### config.mk
export PLATFORM = sky130hd
export DESIGN_NAME = boxsup_overlap
export DESIGN_NICKNAME = d
export VERILOG_FILES = /design/src/rtl/core/boxsup_pkg.sv /design/src/rtl/core/boxsup_overlap.sv
export SDC_FILE = /design/constraint.sdc
export NUM_CORES = 2
export LEC_CHECK = 0
export ABC_AREA = 1
export BUFFER_PORTS_ARGS = -buffer_cell sky130_fd_sc_hd__buf_2
export CORE_MARGIN = 2
export CORE_UTILIZATION = 40
export CTS_CLUSTER_DIAMETER = 40
export DETAILED_ROUTE_END_ITERATION = 7
export SETUP_SLACK_MARGIN = 0.2
export SYNTH_ARGS = -nofsm -noshare
export SYNTH_HDL_FRONTEND = slang
export SYNTH_SLANG_ARGS = --single-unit
export TNS_END_PERCENT = 100
### constraint.sdc
create_clock -name clk_i -period 5.4 [get_ports clk_i]
set_clock_uncertainty 0.2 [all_clocks]
set_input_delay 1.08 -clock clk_i [delete_from_list [all_inputs] [get_ports clk_i]]
set_output_delay 1.08 -clock clk_i [all_outputs]
set_load 0.05 [all_outputs]
### src/rtl/core/boxsup_pkg.sv
// shared types, constants and helpers for the box overlap suppression block
package boxsup_pkg;

  localparam int unsigned MaxBoxes  = 64;
  localparam int unsigned IdxW      = $clog2(MaxBoxes);
  localparam int unsigned CntW      = IdxW + 1;
  localparam int unsigned FracBits  = 4;
  localparam int unsigned SideW     = 18;
  localparam int unsigned AreaW     = 34;
  localparam int unsigned ThrW      = 17;
  localparam int unsigned ProdW     = AreaW + ThrW + 1;
  localparam logic [ThrW-1:0] ThrReset = ThrW'(32768);
  localparam logic [1:0] RegThreshold = 2'd0;

  typedef struct packed {
    logic [15:0] box_left;
    logic [15:0] box_top;
    logic [15:0] box_right;
    logic [15:0] box_bottom;
    logic [15:0] box_score;
    logic        list_end;
  } box_in_t;

  typedef struct packed {
    logic [15:0] kept_left;
    logic [15:0] kept_top;
    logic [15:0] kept_right;
    logic [15:0] kept_bottom;
    logic [15:0] kept_score;
    logic        final_result;
    logic        list_overflowed;
  } box_out_t;

  typedef struct packed {
    logic [15:0] left;
    logic [15:0] top;
    logic [15:0] right;
    logic [15:0] bottom;
  } coord_t;

  // request to and answer from the shared overlap unit
  typedef struct packed {
    logic              start;
    coord_t            box_a;
    coord_t            box_b;
    logic [AreaW-1:0]  area_a;
    logic [AreaW-1:0]  area_b;
  } ovl_req_t;

  typedef struct packed {
    logic done;
    logic hit;
  } ovl_rsp_t;

  // side length with the inclusive one-pixel term, clamped at zero
  function automatic logic [SideW-1:0] side_len(logic [15:0] lo, logic [15:0] hi);
    logic signed [SideW:0] s;
    s = $signed({3'b000, hi}) - $signed({3'b000, lo}) + (SideW+1)'(1 << FracBits);
    side_len = s[SideW] ? '0 : s[SideW-1:0];
  endfunction

endpackage

### src/rtl/core/boxsup_overlap.sv
// multi-cycle overlap test: intersection and union, then cross-multiplied compare
module boxsup_overlap (
  input  logic                         clk_i,
  input  logic                         rst_ni,
  input  logic [boxsup_pkg::ThrW-1:0]  threshold_i,
  input  boxsup_pkg::ovl_req_t         req_i,
  output boxsup_pkg::ovl_rsp_t         rsp_o
);

  localparam int unsigned AreaW = boxsup_pkg::AreaW;
  localparam int unsigned ProdW = boxsup_pkg::ProdW;
  localparam int unsigned SideW = boxsup_pkg::SideW;

  logic [3:0]       stage_q, stage_d;
  logic [SideW-1:0] sx_q, sy_q;
  logic [AreaW-1:0] inter_q, uni_q;
  logic [ProdW-1:0] lhs_q, rhs_q;
  logic [15:0]      x1, y1, x2, y2;

  always_comb begin
    x1 = (req_i.box_a.left  > req_i.box_b.left)  ? req_i.box_a.left  : req_i.box_b.left;
    y1 = (req_i.box_a.top   > req_i.box_b.top)   ? req_i.box_a.top   : req_i.box_b.top;
    x2 = (req_i.box_a.right < req_i.box_b.right) ? req_i.box_a.right : req_i.box_b.right;
    y2 = (req_i.box_a.bottom < req_i.box_b.bottom) ? req_i.box_a.bottom
                                                   : req_i.box_b.bottom;
  end

  always_comb begin
    stage_d = {stage_q[2:0], req_i.start};
  end

  always_ff @(posedge clk_i or negedge rst_ni) begin
    if (!rst_ni) begin
      stage_q <= '0;
    end else begin
      stage_q <= stage_d;
    end
  end

  // stage 0 sides, 1 intersection, 2 union, 3 both products
  always_ff @(posedge clk_i) begin
    if (req_i.start) begin
      sx_q <= boxsup_pkg::side_len(x1, x2);
      sy_q <= boxsup_pkg::side_len(y1, y2);
    end
    if (stage_q[0]) inter_q <= AreaW'(sx_q) * AreaW'(sy_q);
    if (stage_q[1]) uni_q <= req_i.area_a + req_i.area_b - inter_q;
    if (stage_q[2]) begin
      lhs_q <= ProdW'({inter_q, 16'h0});
      rhs_q <= ProdW'(uni_q) * ProdW'(threshold_i);
    end
  end

  assign rsp_o.done = stage_q[3];
  assign rsp_o.hit  = (uni_q != '0) && (lhs_q >= rhs_q);

endmodule

Yosys cells after proc, flatten, opt, wreduce, memory -nomap -nowiden
Index checks and enable logic that the tools add are counted.
{"block": "word_totals", "out_inout_bits": 2, "regBits": 193, "inputBits": 216}
{"block": "classes", "n_mux": 4, "multipliers": 2, "n_lt_le_gt_ge": 5, "addsub": 6, "n_reduce_logical": 2}
{"cell": "2-to-1 mux 16 bit", "count": 4}
{"cell": ">= comparator 50 x 51 -> 1 bit", "count": 1}
{"cell": "multiplier 34 x 17 -> 51 bit", "count": 1}
{"cell": "adder 17 x 6 -> 18 bit, second input constant", "count": 2}
{"cell": "adder 34 bit", "count": 1}
{"cell": "multiplier 18 x 18 -> 34 bit", "count": 1}
{"cell": "nonzero test 34 bit", "count": 1}
{"cell": "subtractor 16 x 16 -> 17 bit", "count": 2}
{"cell": "subtractor 34 bit", "count": 1}
{"cell": "> comparator 16 bit", "count": 2}
{"cell": "< comparator 16 bit", "count": 2}
{"cell": "logical AND 1 bit", "count": 1}

Logic depth before layout (Yosys ltp)
{"block": "logic_depth", "depth_word": 4, "mapped_depth": 32, "mapped_depth_nobuf": 31}

Worst setup path before layout
Ideal clock, no wire load.
{"block": "synth_timing", "kind": "input to register", "startpoint": "in threshold_i[2] (netlist name)", "endpoint": "reg rhs_q[50] (data pin)", "setup_ns": 0.261, "required_time_ns": 4.939, "arrival_time_ns": 6.053, "slack_ns": -1.114, "cell_stages": 23, "path_buffers": 2, "path_cell_list": "clkbuf_1 clkbuf_1 nand2_1 fa_1 inv_1 fa_1 inv_1 fa_1 inv_1 fa_1 fa_1 inv_1 fa_1 inv_1 ha_1 nand2_1 nor2_1 nor2_1 a21boi_0 o21ai_0 nand2_1 nand3_1 xor2_1"}
{"block": "synth_via", "elab_chain_cells": 1}
{"element": "start: declaration", "line": "boxsup_overlap.sv:5", "text": "input logic [boxsup_pkg::ThrW-1:0] threshold_i,"}
{"element": "multiplier 34 x 17 -> 51 bit", "line": "boxsup_overlap.sv:50", "text": "rhs_q <= ProdW'(uni_q) * ProdW'(threshold_i);"}
{"element": "end signal: assignment", "line": "boxsup_overlap.sv:50"}
{"element": "end: declaration", "line": "boxsup_overlap.sv:17", "text": "logic [ProdW-1:0] lhs_q, rhs_q;"}
No other way between the ends.
A chain may end at the register's enable or synchronous reset.

Final worst setup path
{"block": "layout_timing", "startpoint": "in threshold_i[8] (netlist name)", "endpoint": "reg rhs_q[34] (data pin)"}
Same word-level chain as after synthesis.

==> metrics.csv <==
metric,value,unit
yosysSeqAreaShare,0.1285,
cp_max_fo,6,
die_h,339.3,microns
netlist.area_leader.share,0.3424,
clock_path_buffers,2,
drtPass1Iterations,7,
layoutNonFillerInstCount,7983,
first_global_vias,40890,
die_x,339.3,microns
worst-setup-path-type,in -> reg,
grt_pass1_wl,214.5,mm
setup_viol,56,
synth.area.top_cells,"fa_1 (34%), inv_1 (14%), edfxtp_1 (13%), nand2_1 (12%), ha_1 (11%)",
io_pins,218,
htree_levels,4,
worst_ep_arrival_time,6.17,ns
yosysMostFrequentCell,inv_1,
hold_path_class,in -> async,
cts_buffers,17,
yosysWarnings,0,
hold_viol,0,
cap_violations,0,
ant_nets,0,
drive_gt1_frac,0.2435,
synth-edff-count,189,
clk_latency,0.51,ns
initial_core_util,0.4046,
fin_ws,-0.7287,ns
cts_tree,built,
core_area,0.1111,sq mm
gr-usage-all-layers,0.2357,
tightest_slew,0.9330,ns
grt_remaining_overflow,0,
synth_area,0.04496,sq mm
violations,setup timing,
drtIter0Drc,2016,
cts-root-buf,clkbuf_16,
routed_wirelength,134.3,mm
viasPerCell,4.838,
clkTransAtPathRegs,0.07,ns
vias,38620,
cts_sinks,193,
crit_path_start_kind,input pin,
area_delta_synth_final,28.03,%
yosys.area.top_type,fa_1,
synth.avg_cell_area,7.703,sq um
whs,0.1817,ns
fin_nets,7854,
fmax,0.1632,GHz
synth_cell_types,50,
synth_ff_type,edfxtp_1,
maxSlewHeadroom,0.3780,
status,"finished, violations left",
ys_ff_latch,193,
fin_crit_sh,1.135,
dp_hpwl,109.9,mm
synth_common_cells,"inv_1 (1675), nand2_1 (1475), fa_1 (769), ha_1 (388), nor2_1 (233)",
r2r_slack,-0.51,ns
io_buffers,217,
place_inst,7797,
nFillCells,10510,
row_count,122,
ys_async_sr_fraction,0.02073,
syn-instance-count,5837,
wl_per_cell,16.82,microns
finalMaxSlewViolations,0,
grt_max_degree,49,
rsz0062_at_grt,yes,
final.min_clock_period,6.129,ns
cts_hold_buffers,0,
cp-end-kind,flip-flop,
antenna_found_initial,2,
place_congestion,0.9439,
pre_cts_slack,-1.535,ns
drc,0,
fin_util,0.5180,
crit_required,5.44,ns
dieArea,0.1151,sq mm
==> worst paths after layout <==
path / startpoint / to / cells after the start
hold / removal: rst_ni / stage_q[2]$_DFF_PN0_ / 1
min in group clk_i: stage_q[1]$_DFF_PN0_ / stage_q[2]$_DFF_PN0_ / 0
setup / recovery: threshold_i[8] / rhs_q[34]$_DFFE_PP_ / 23
setup reg to reg: uni_q[7]$_DFFE_PP_ / rhs_q[49]$_DFFE_PP_ / 23
hold reg to reg: stage_q[1]$_DFF_PN0_ / stage_q[2]$_DFF_PN0_ / 0
max in group asynchronous: rst_ni / stage_q[2]$_DFF_PN0_ / 1
==> sequential cells by signal, indices dropped and copies added (netlist names) <==
| signal | flops |
|---|---|
| inter_q | 34 |
| lhs_q | 34 |
| rhs_q | 51 |
| stage_q | 4 |
| sx_q | 18 |
| sy_q | 18 |
| uni_q | 34 |
==> metrics by stage <==
stage / TNS (ns) / area (sq um)
floorplan: -23.81 / 46800
global placement: -58.65 / 52450
detailed placement: -59.76 / 52450
CTS: -22.57 / 55750
global route: -34.88 / 57560
finish: -26.50 / 57560
==> final cells by class <==
type | instances | area (sq um) | share of cell area
clock buffers | 17 | 425.4 | 0.007390
clock inverters | 15 | 168.9 | 0.002934
flip-flops and latches | 193 | 5779 | 0.1004
well taps | 1488 | 1862 | 0.03234
repair buffers | 850 | 7782 | 0.1352
diodes | 1 | 2.502 | 0.00004347
multi-input cells | 3740 | 35240 | 0.6121
inverters | 1679 | 6307 | 0.1096
==> worst max-delay path: stages <==
cell and delay [ns]:
buf_12 0.12, buf_16 0.15, nand2_4 0.05, fa_1 0.57
inv_2 0.06, fa_1 0.51, inv_1 0.06, fa_1 0.54
inv_1 0.05, fa_2 0.43, fa_1 0.51, inv_1 0.06
fa_1 0.51, inv_2 0.05, ha_4 0.30, nand2_4 0.08
buf_4 0.15, nor2_4 0.14, buf_6 0.12, nand2_4 0.06
o21ai_4 0.25, a21oi_2 0.11, xor2_2 0.20
==> per-layer routing <==
metal,track usage,part of all wire
met1,0.2815,0.40
met2,0.4396,0.52
met3,0.02895,0.046
met4,0.07153,0.033
met5,0,0.000097
==> placed cells by master, fill, tap and decap left out, types with 12 or more instances in the layout <==
cell type,n
o21ai_0,85
buf_4,430
buf_12,76
nor2_4,38
nor3_1,18
inv_2,122
a21oi_2,43
nand3_2,17
a21oi_4,29
buf_16,18
nand2_4,68
buf_2,203
clkbuf_16,20
nand2_1,1325
buf_8,14
fa_2,38
a21o_1,15
nand2_2,111
nor4_1,12
a21oi_1,155
o21ai_4,13
ha_4,54
inv_1,1555
xnor2_1,38
nor2_1,165
fa_1,731
o21ai_2,25
buf_6,104
ha_1,331
nor2_2,67
xor2_1,77
edfxtp_1,189
nand3_1,114
nand4_1,29
==> what timing repair did <==
item                       CTS  global route
setup endpoints to repair   66            66
gates resized for setup    464           357
gates cloned                16             3
buffers inserted            65            69
pin swaps                  244           212
==> cells by family after synthesis <==
logic type | after synthesis | share of synthesized area
buf+inv | 1905 | 0.1596
simple gates | 2006 | 0.1810
compound gates | 446 | 0.05507
xor+xnor | 129 | 0.02546
flops | 193 | 0.1285
fa+ha+maj | 1157 | 0.4504
other cells | 1 | 0.00008341
Power is left out: the tool's default activity adds up to more than one toggle a clock period on the data nets, which glitch-free logic cannot reach.
